==> config.mk <==
export PLATFORM = sky130hd
export DESIGN_NAME = kfs_ctrl
export DESIGN_NICKNAME = d
export VERILOG_FILES = /design/src/sv/kfs_pkg.sv /design/src/sv/kfs_ctrl.sv
export SDC_FILE = /design/constraint.sdc
export NUM_CORES = 1
export LEC_CHECK = 0
export ABC_AREA = 1
export BUFFER_PORTS_ARGS = -buffer_cell sky130_fd_sc_hd__buf_2
export CAP_MARGIN = 20
export CORE_AREA = 2 2 39 41
export CTS_CLUSTER_DIAMETER = 30
export DETAILED_ROUTE_END_ITERATION = 8
export DIE_AREA = 0 0 41 43
export GPL_TIMING_DRIVEN = 0
export PLACE_DENSITY = 0.72
export SKIP_LAST_GASP = 1
export SYNTH_ARGS = -nofsm -noshare
export SYNTH_HDL_FRONTEND = slang
export SYNTH_SLANG_ARGS = --single-unit
export TNS_END_PERCENT = 50
==> constraint.sdc <==
create_clock -name i_clk -period 2.4 [get_ports i_clk]
set_input_delay 0.6 -clock i_clk [delete_from_list [all_inputs] [get_ports i_clk]]
set_output_delay 0.6 -clock i_clk [all_outputs]
set_load 0.02 [all_outputs]
==> src/sv/kfs_pkg.sv <==
// Shared types, codes and arithmetic helpers of the keyframe sampler.
`default_nettype none
package kfs_pkg;

    localparam int FRAC_BITS     = 16;
    localparam int DEF_MAX_KEYS  = 64;
    localparam int WORDS_PER_KEY = 9;
    localparam int ADDR_CALC_W   = 16;
    localparam int SAT_W         = 66;
    localparam int H_W           = 20;
    localparam int ACC_W         = 56;

    localparam logic [1:0] CMD_WR_TIME = 2'd0;
    localparam logic [1:0] CMD_WR_WORD = 2'd1;
    localparam logic [1:0] CMD_SAMPLE  = 2'd2;

    localparam logic [1:0] MODE_STEP   = 2'd0;
    localparam logic [1:0] MODE_CUBIC  = 2'd2;

    localparam logic [1:0] CFG_MODE  = 2'd0;
    localparam logic [1:0] CFG_COUNT = 2'd1;
    localparam logic [1:0] CFG_CLIP  = 2'd2;

    localparam logic [3:0] SLOT_IN  = 4'd0;
    localparam logic [3:0] SLOT_VAL = 4'd3;
    localparam logic [3:0] SLOT_OUT = 4'd6;

    typedef enum logic [4:0] {
        S_IDLE, S_T0, S_TN, S_SRCH, S_CMP, S_DIV,
        S_STEP_RD, S_STEP_CAP,
        S_LIN_RD0, S_LIN_RD1, S_LIN_MUL, S_LIN_SUM,
        S_CUB_T2, S_CUB_T3, S_CUB_H,
        S_CB_RD, S_CB_A, S_CB_B, S_CB_C, S_CB_D, S_CB_E, S_CB_F, S_CB_G, S_CB_H
    } t_state;

    typedef enum logic [4:0] {
        OP_NONE, OP_WR_TIME, OP_WR_WORD, OP_LOAD, OP_T0, OP_TN,
        OP_SRCH_RD, OP_SRCH_CMP, OP_DIV_SETUP, OP_DIV_STEP,
        OP_STEP_RD, OP_STEP_CAP,
        OP_LIN_RD0, OP_LIN_RD1, OP_LIN_MUL, OP_LIN_SUM,
        OP_CUB_T2, OP_CUB_T3, OP_CUB_H,
        OP_CB_RD, OP_CB_A, OP_CB_B, OP_CB_C, OP_CB_D, OP_CB_E, OP_CB_F, OP_CB_G, OP_CB_H
    } t_op;

    typedef struct packed {
        t_op op;
    } t_dp_cmd;

    typedef struct packed {
        logic search_more;
        logic lo_eq_hi;
        logic div_done;
        logic last_comp;
        logic mode_step;
        logic mode_cubic;
    } t_status;

    function automatic logic signed [31:0] sat32(input logic signed [SAT_W-1:0] x);
        logic signed [SAT_W-1:0] max_v;
        logic signed [SAT_W-1:0] min_v;
        max_v = SAT_W'(64'sh0000_0000_7FFF_FFFF);
        min_v = SAT_W'(-64'sh0000_0000_8000_0000);
        if (x > max_v) begin
            return 32'sh7FFF_FFFF;
        end else if (x < min_v) begin
            return -32'sh8000_0000;
        end
        return x[31:0];
    endfunction

endpackage
`default_nettype wire

==> src/sv/kfs_ctrl.sv <==
// Sequencer of the sampler: search, divide and per-component evaluation steps.
`default_nettype none
module kfs_ctrl import kfs_pkg::*; (
    input  wire logic       i_clk,
    input  wire logic       i_rst_n,
    input  wire logic       i_start,
    input  wire logic [1:0] i_cmd,
    input  wire t_status    i_status,
    output t_dp_cmd         o_cmd,
    output logic            o_busy
);
    t_state r_state, n_state;

    always_ff @(posedge i_clk) begin
        if (!i_rst_n) begin
            r_state <= S_IDLE;
        end else begin
            r_state <= n_state;
        end
    end

    always_comb begin
        n_state  = r_state;
        o_cmd.op = OP_NONE;
        case (r_state)
            S_IDLE: begin
                if (i_start) begin
                    case (i_cmd)
                        CMD_WR_TIME: o_cmd.op = OP_WR_TIME;
                        CMD_WR_WORD: o_cmd.op = OP_WR_WORD;
                        CMD_SAMPLE: begin
                            o_cmd.op = OP_LOAD;
                            n_state  = S_T0;
                        end
                        default: o_cmd.op = OP_NONE;
                    endcase
                end
            end
            S_T0: begin
                o_cmd.op = OP_T0;
                n_state  = S_TN;
            end
            S_TN: begin
                o_cmd.op = OP_TN;
                n_state  = S_SRCH;
            end
            S_SRCH: begin
                if (i_status.search_more) begin
                    o_cmd.op = OP_SRCH_RD;
                    n_state  = S_CMP;
                end else begin
                    o_cmd.op = OP_DIV_SETUP;
                    n_state  = S_DIV;
                end
            end
            S_CMP: begin
                o_cmd.op = OP_SRCH_CMP;
                n_state  = S_SRCH;
            end
            S_DIV: begin
                o_cmd.op = OP_DIV_STEP;
                if (i_status.div_done) begin
                    if (i_status.mode_step || i_status.lo_eq_hi) begin
                        n_state = S_STEP_RD;
                    end else if (i_status.mode_cubic) begin
                        n_state = S_CUB_T2;
                    end else begin
                        n_state = S_LIN_RD0;
                    end
                end
            end
            S_STEP_RD: begin
                o_cmd.op = OP_STEP_RD;
                n_state  = S_STEP_CAP;
            end
            S_STEP_CAP: begin
                o_cmd.op = OP_STEP_CAP;
                n_state  = i_status.last_comp ? S_IDLE : S_STEP_RD;
            end
            S_LIN_RD0: begin
                o_cmd.op = OP_LIN_RD0;
                n_state  = S_LIN_RD1;
            end
            S_LIN_RD1: begin
                o_cmd.op = OP_LIN_RD1;
                n_state  = S_LIN_MUL;
            end
            S_LIN_MUL: begin
                o_cmd.op = OP_LIN_MUL;
                n_state  = S_LIN_SUM;
            end
            S_LIN_SUM: begin
                o_cmd.op = OP_LIN_SUM;
                n_state  = i_status.last_comp ? S_IDLE : S_LIN_RD0;
            end
            S_CUB_T2: begin
                o_cmd.op = OP_CUB_T2;
                n_state  = S_CUB_T3;
            end
            S_CUB_T3: begin
                o_cmd.op = OP_CUB_T3;
                n_state  = S_CUB_H;
            end
            S_CUB_H: begin
                o_cmd.op = OP_CUB_H;
                n_state  = S_CB_RD;
            end
            S_CB_RD: begin
                o_cmd.op = OP_CB_RD;
                n_state  = S_CB_A;
            end
            S_CB_A: begin
                o_cmd.op = OP_CB_A;
                n_state  = S_CB_B;
            end
            S_CB_B: begin
                o_cmd.op = OP_CB_B;
                n_state  = S_CB_C;
            end
            S_CB_C: begin
                o_cmd.op = OP_CB_C;
                n_state  = S_CB_D;
            end
            S_CB_D: begin
                o_cmd.op = OP_CB_D;
                n_state  = S_CB_E;
            end
            S_CB_E: begin
                o_cmd.op = OP_CB_E;
                n_state  = S_CB_F;
            end
            S_CB_F: begin
                o_cmd.op = OP_CB_F;
                n_state  = S_CB_G;
            end
            S_CB_G: begin
                o_cmd.op = OP_CB_G;
                n_state  = S_CB_H;
            end
            S_CB_H: begin
                o_cmd.op = OP_CB_H;
                n_state  = i_status.last_comp ? S_IDLE : S_CB_RD;
            end
            default: n_state = S_IDLE;
        endcase
    end

    assign o_busy = (r_state != S_IDLE);
endmodule
`default_nettype wire

==> flow_summary.ini, run 1 <==
[layout]
drive_gt1_share_pct = 23.57
area_growth_pct = 19.88
fin_area_um2 = 762.0
largest_register_ffs = 5
largestRegisters = r_state: 5 flops
max_flop_register = r_state
n_antenna_cell = 0
nFillCells = 154
finalNetCount = 153

[global_routing]
grt_pass1_vias = 614
grt_max_degree = 11
antenna_found_initial = 0
grt_pass1_wl_um = 2580
grt_use_total_pct = 21.18
overflow = 0

[floorplanning]
coreArea_um2 = 1384
pin_count = 17
start_util_pct = 45.93
die_x_um = 41
die_h_um = 43
die-area_um2 = 1763
fp-row-count = 14

[min_path]
hp-class = reg2reg

[synth]
async_flop_share_pct = 0
synth_edf_count = 0
synth_largest_area_cell = nand2_1
synth_area_leaders = nand2_1, dfxtp_1, nand3_1
syn-mean-instance-area_um2 = 5.297
syn-cell-area_um2 = 635.6
ys.flop_type = dfxtp_1
synth_cell_types = 22
synthesis.nets = 132
synth-seq-cells = 5
yosysTopAreaCellShare_pct = 17.72
yosysMostFrequentCell = nand2_1
yosys_warnings = 0
ys_top_cells_by_count = nand2_1, nor2_1, nand3_1, inv_1, o21ai_0
synthCells = 120
seq_area_frac_synth_pct = 15.75

[timing]
hold_viol = 0
finalSetupViolCount = 0
tightest_slew_ps = 352.3
tns_ps = 0
fmax_mhz = 451.4
slew-limit-headroom_pct = 76.48
finClkSkew_ps = 1.892
rsz0062_at_grt = false
min_period_over_period_pct = 92.32
period_needed_ps = 2216
finalMaxSlewViolations = 0

[cts]
cts_tree = yes
clock_sinks = 5
post-cts-setup-buffers = 0
clk_pin_slew_ps = 40
h-tree-depth = 1
ctsResizeCount = 0
clock_latency_ps = 240
cts_buffers = 3
cts_hold_buf = 0
clockBufferDepth = 2
cts_root_buffer = clkbuf_4

[drt]
antenna_left = 0
wl_per_cell_um = 10.94
vias = 823
drc = 0
drt_wl_total_um = 1706
avgViaCountPerCell = 5.276
drtIter0Drc = 45
dr.pass1.iters = 4

[setup_path]
worstSetupPathType = reg2out
path_max_fanout = 10
startpoint_type = flop
critPathCaptureType = output pin
required_ps = 1800
cp.arrival_ps = 1620

[placement]
place.gp.congestion = 0.9894
dp_hpwl_um = 1393
dpl_cell_area_um2 = 735.7
port-buffer-count = 16

[power_and_ir_drop]
totalPowerFinal_uw = 236.5
p_clk_share_pct = 40.1
p_leak_nw = 0.4473
p_sw_uw = 68.07
swShare_pct = 28.78
p_int_uw = 168.4
peakVddDrop_mv = 0.3916
power.density_nw_per_um2 = 310.4
p_comb_share_pct = 23.1
sequentialPowerShare_pct = 36.8

[flow_run]
drv_cap = 0

[outcome]
status = complete, no violations
-- per-stage QoR --
stage                     std cells  setup slack, ps  hold slack (ps)  util (%)
after global routing            156            52.22            620.0     55.06
after detailed placement        152            396.2            571.2     53.16
after global placement          152            411.0            573.0     53.16
final                           156            184.4            594.8     55.06
after CTS                       156            181.6            590.3     55.06
after floorplan                 120            576.1            543.6         -
-- kinds of logic (layout without fill, tap and decap cells) --
kind of cell	count (synthesis)	after routing	synth area share (%)
AND/OR/NAND/NOR	79	79	57.88
buffers and inverters	20	40	12.21
AO/OA/AOI/OAI	15	15	12.20
flip-flops	5	5	15.75
adder cells (fa/ha/maj)	1	1	1.968
-- routing by layer --
layer  track usage [%]  vias up  share of wire (%)
met5                 0        -                  0
met4             4.000        0                1.7
met3             6.283        4                 10
met2             32.81       42                 48
met1             28.30      344                 40
li1                  -      433                  -
-- cells in the final DEF (no fill, tap or decap) --
cell,instances
nand2_1,30
nand2_2,1
inv_2,5
nor2_1,16
a21oi_1,3
nand3_1,14
clkbuf_1,1
clkbuf_4,3
nor3b_1,1
buf_2,18
inv_1,13
nor2_2,3
dfxtp_1,5
or2_2,1
nand3b_1,1
o21ai_0,8
nor2_4,1
nand3_2,1
nand4_1,5
o211ai_1,1
nor3_1,4
ha_1,1
o21ai_1,3
nor4_1,1
-- cell type report --
class	count	area [µm²]	share of cell area, %
Multi-Input combinational cell	95	457.9	60.10
Sequential cell	5	100.1	13.14
Timing Repair Buffer	16	80.08	10.51
Inverter	18	67.56	8.867
Clock buffer	4	26.28	3.448
Tap cell	16	20.02	2.627
Buffer	2	10.01	1.314
-- worst max-delay path, stage by stage, from the launching register on --
cell and delay, ps:
dfxtp_1 300, buf_2 210, inv_2 120, nand3_1 170, nand2_1 140, o21ai_0 180
nand4_1 90, buf_2 170
-- final timing paths --
check / to / cells after the start / slack [ps] / from
setup / recovery: o_cmd[0] / 7 / 180 / r_state[4]
hold / removal: r_state[2] / 2 / 590 / r_state[2]
setup reg to reg: r_state[3] / 8 / 890 / r_state[3]
hold reg to reg: r_state[2] / 2 / 590 / r_state[2]
-- power groups by stage --
stage	clock [mW]	combinational, mW	sequential, mW
after floorplan	0	0.0350	0.0877
after global placement	0	0.0537	0.0883
after detailed placement	0	0.0544	0.0883
after CTS	0.0987	0.0546	0.0868
after global routing	0.104	0.0605	0.0870
final	0.0948	0.0546	0.0871
No activity file was read; power rests on OpenSTA's default activity.
==> run 2: changes to the inputs <==
GPL_TIMING_DRIVEN = 1   (was 0)
==> flow_summary.ini, run 2 (synthesis results as in run 1) <==
[setup_path]
startpoint_type = flop
path_max_fanout = 7
worstSetupPathType = reg2out
cp.arrival_ps = 1590
required_ps = 1800
critPathCaptureType = output pin

[power_and_ir_drop]
p_int_uw = 168.3
power.density_nw_per_um2 = 311.4
swShare_pct = 28.82
p_leak_nw = 0.4416
sequentialPowerShare_pct = 37.1
p_sw_uw = 68.16
peakVddDrop_mv = 0.3737
p_clk_share_pct = 40.3
p_comb_share_pct = 22.6

[timing]
slew-limit-headroom_pct = 77.82
fin_hold_ws_ps = 591.4
tns_ps = 0
rsz0062_at_grt = false
finalMaxSlewViolations = 0
finalSetupViolCount = 0
fin_ws_ps = 209.9
fmax_mhz = 456.6
period_needed_ps = 2190
finClkSkew_ps = 0.8125
min_period_over_period_pct = 91.26
hold_viol = 0
tightest_slew_ps = 332.3

[drt]
drt_wl_total_um = 1615
dr.pass1.iters = 6
wl_per_cell_um = 10.42
antenna_left = 0
avgViaCountPerCell = 5.348
drtIter0Drc = 47
drc = 0
vias = 829

[outcome]
status = complete, no violations

[cts]
clk_pin_slew_ps = 40
clock_sinks = 5
h-tree-depth = 1
cts_hold_buf = 0
cts_root_buffer = clkbuf_4
clockBufferDepth = 2
post-cts-setup-buffers = 0
clock_latency_ps = 240
cts_tree = yes
ctsResizeCount = 0
cts_buffers = 3

[global_routing]
overflow = 0
grt_pass1_vias = 691
grt_use_total_pct = 21.39
antenna_found_initial = 0
grt_pass1_wl_um = 2684
grt_max_degree = 10

[floorplanning]
die-area_um2 = 1763
start_util_pct = 45.93
coreArea_um2 = 1384
die_h_um = 43
pin_count = 17
die_x_um = 41
fp-row-count = 14

[placement]
dp_hpwl_um = 1327
port-buffer-count = 16
place.gp.congestion = 0.9123
place_ws_ps = 406.1

[layout]
largestRegisters = r_state: 5 flops
finalNetCount = 152
largest_register_ffs = 5
drive_gt1_share_pct = 23.02
area_growth_pct = 19.49
max_flop_register = r_state
n_antenna_cell = 0
layout_common_cells = nand2_1, nor2_1, buf_2, nand3_1, inv_1
final_common_cell = nand2_1

[flow_run]
drv_cap = 0

[min_path]
hp-class = reg2reg
==> run 2: changes by cell type in the layout (fill, tap and decap cells not counted) <==
cell	previous run	this run
buf_2	18	16
buf_4	0	1
==> run 2: cell type report <==
class / instances / area, µm²
clock buffers: 4 / 26.28
fillers: 153 / 624.3
inverters: 18 / 67.56
multi-input cells: 95 / 457.9
flip-flops and latches: 5 / 100.1
well taps: 16 / 20.02
repair buffers: 17 / 87.58
==> run 2: power by group through the flow <==
stage / Sequential, mW / Combinational (mW) / Clock [mW]
after floorplan: 0.0877 / 0.0350 / 0
after global placement: 0.0889 / 0.0532 / 0
after detailed placement: 0.0889 / 0.0538 / 0
after CTS: 0.0874 / 0.0541 / 0.0973
after global routing: 0.0876 / 0.0602 / 0.106
final: 0.0877 / 0.0535 / 0.0953
==> run 2: worst max-delay path, stage by stage, from the launching register on <==
cell and delay [ps]:
dfxtp_1 380, nor2_2 290, inv_1 100, nor2_1 230, nand3_1 100, nand4_1 90, buf_2 160
==> run 2: per-stage QoR <==
stage	instance area (µm²)	total power, mW	std cells	util, %
after floorplan	635.6	0.1227	120	-
after global placement	733.2	0.1422	151	52.98
after detailed placement	733.2	0.1428	151	52.98
after CTS	759.5	0.2388	155	54.88
after global routing	759.5	0.2533	155	54.88
final	759.5	0.2365	155	54.88
==> run 2: metal layers <==
| layer | track usage (%) | vias up | wire length (µm) |
|---|---|---|---|
| met5 | 0 | - | 0 |
| met4 | 4.000 | 0 | 0 |
| met3 | 6.283 | 0 | 159 |
| met2 | 30.63 | 43 | 767 |
| met1 | 31.19 | 354 | 688 |
| li1 | - | 432 | - |
==> run 2: final timing paths <==
path / start / end / slack, ps / cells past startpoint
worst min-delay path: r_state[2] / r_state[2] / 590 / 2
worst max register to register: r_state[2] / r_state[3] / 860 / 8
worst max-delay path: r_state[2] / o_cmd[0] / 210 / 6
worst min register to register: r_state[2] / r_state[2] / 590 / 2
==> run 3: changes to the inputs <==
ABC_AREA = not set   (was 1)
REMOVE_ABC_BUFFERS = 1   (was not set)
==> flow_summary.ini, run 3 <==
[placement]
place_ws_ps = 341.3
dpl_cell_area_um2 = 715.7
port-buffer-count = 16
place.gp.congestion = 0.7709
post-place-cells = 115
dp_hpwl_um = 1083

[drt]
drtIter0Drc = 7
dr.pass1.iters = 4
avgViaCountPerCell = 5.773
antenna_left = 0
vias = 687
drt_wl_total_um = 1491
wl_per_cell_um = 12.53
drc = 0

[outcome]
status = complete, no violations

[floorplanning]
die_h_um = 43
die_x_um = 41
pin_count = 17
coreArea_um2 = 1384
start_util_pct = 45.48
die-area_um2 = 1763
fp-row-count = 14

[synth]
synthCells = 88
synth_area_leaders = dfxtp_1, o21ai_0, a21oi_1
yosys_warnings = 0
yosysMostFrequentCell = o21ai_0
ys.flop_type = dfxtp_1
ys_top_cells_by_count = o21ai_0, a21oi_1, nor2_1, dfxtp_1
synth_cell_types = 41
seq_area_frac_synth_pct = 15.90
syn-cell-area_um2 = 629.4
synth_edf_count = 0
syn-mean-instance-area_um2 = 7.152
async_flop_share_pct = 0
synth_largest_area_cell = dfxtp_1
yosysTopAreaCellShare_pct = 15.90
synth-seq-cells = 5

[timing]
finClkSkew_ps = 1.202
tightest_slew_ps = 565.0
rsz0062_at_grt = false
period_needed_ps = 2207
fin_ws_ps = 192.6
tns_ps = 0
min_period_over_period_pct = 91.98
fin_hold_ws_ps = 642.5
finalSetupViolCount = 0
fmax_mhz = 453.0
hold_viol = 0
finalMaxSlewViolations = 0
slew-limit-headroom_pct = 62.28

[setup_path]
critPathCaptureType = output pin
required_ps = 1800
cp.arrival_ps = 1610
startpoint_type = flop
path_max_fanout = 8
worstSetupPathType = reg2out

[flow_run]
drv_cap = 0

[cts]
cts_buffers = 3
clk_pin_slew_ps = 40
clockBufferDepth = 2
h-tree-depth = 1
clock_sinks = 5
clock_latency_ps = 240
cts_root_buffer = clkbuf_4
cts_tree = yes
cts_hold_buf = 0

[global_routing]
grt_max_degree = 19
grt_pass1_vias = 621
grt_pass1_wl_um = 2463
antenna_found_initial = 0
grt_use_total_pct = 19.72
overflow = 0

[layout]
drive_gt1_share_pct = 34.95
n_antenna_cell = 0
finalNetCount = 116
final_common_cell = buf_2
area_growth_pct = 18.29
largestRegisters = r_state: 5 flops
largest_register_ffs = 5
layout_common_cells = buf_2, o21ai_0, nor2_1, a21oi_1
fin_cells = 119
nFillCells = 144
fin_area_um2 = 744.5
max_flop_register = r_state

[power_and_ir_drop]
p_leak_nw = 0.3051
peakVddDrop_mv = 0.2315
power.density_nw_per_um2 = 329.7

[min_path]
hp-class = in2reg
==> run 3: kinds of logic after synthesis <==
family / Yosys count / share of synthesized area, %
compound gates: 40 / 41.75
simple gates: 29 / 27.84
buf+inv: 11 / 9.543
flops: 5 / 15.91
xor+xnor: 1 / 1.392
mux: 1 / 1.591
fa+ha+maj: 1 / 1.988
==> run 3: worst max-delay path, stage by stage (launching register included) <==
cell and delay [ps]:
dfxtp_1 390, buf_4 200, nor3_2 290, nand3_1 140
o21ai_0 160, buf_2 180
==> run 3: what timing repair did <==
item                       CTS  global route
gates resized for setup      0             2
setup endpoints to repair    0             2
buffers inserted             0             0
==> run 3: metrics by stage <==
stage / utilization, % / power, mW
floorplan: - / 0.1277
global placement: 51.72 / 0.1481
detailed placement: 51.72 / 0.1488
CTS: 53.62 / 0.2484
global route: 53.80 / 0.2608
finish: 53.80 / 0.2455
==> run 3: area by class of cell <==
| class | instances | area [µm²] | share of cell area [%] |
|---|---|---|---|
| well taps | 16 | 20.02 | 2.689 |
| multi-input cells | 72 | 469.2 | 63.03 |
| repair buffers | 19 | 115.1 | 15.46 |
| inverters | 3 | 11.26 | 1.513 |
| flip-flops and latches | 5 | 102.6 | 13.78 |
| clock buffers | 4 | 26.28 | 3.529 |
==> run 3: path summary, 6_finish.rpt <==
| check | startpoint | to | slack, ps | cells after the start |
|---|---|---|---|---|
| max | r_state[1] | o_cmd[0] | 190 | 5 |
| min | i_rst_n | r_state[2] | 640 | 3 |
| min reg2reg | r_state[2] | r_state[1] | 720 | 2 |
| max reg2reg | r_state[3] | r_state[2] | 770 | 5 |
==> run 3: power by group <==
part | internal, mW | total, mW | switching [mW] | leakage [nW]
Combinational | 0.0268 | 0.0568 | 0.0299 | 0.249
Clock | 0.0629 | 0.0978 | 0.0349 | 0.0150
Sequential | 0.0850 | 0.0910 | 0.00601 | 0.0413
Total | 0.175 | 0.245 | 0.0708 | 0.305
==> run 3: per-layer routing <==
metal	part of all wire, %	vias up	GRT usage [%]
li1	-	352	-
met1	46	314	25.24
met2	47	21	29.69
met3	7.0	0	7.853
met4	0	0	5.333
met5	0	-	0
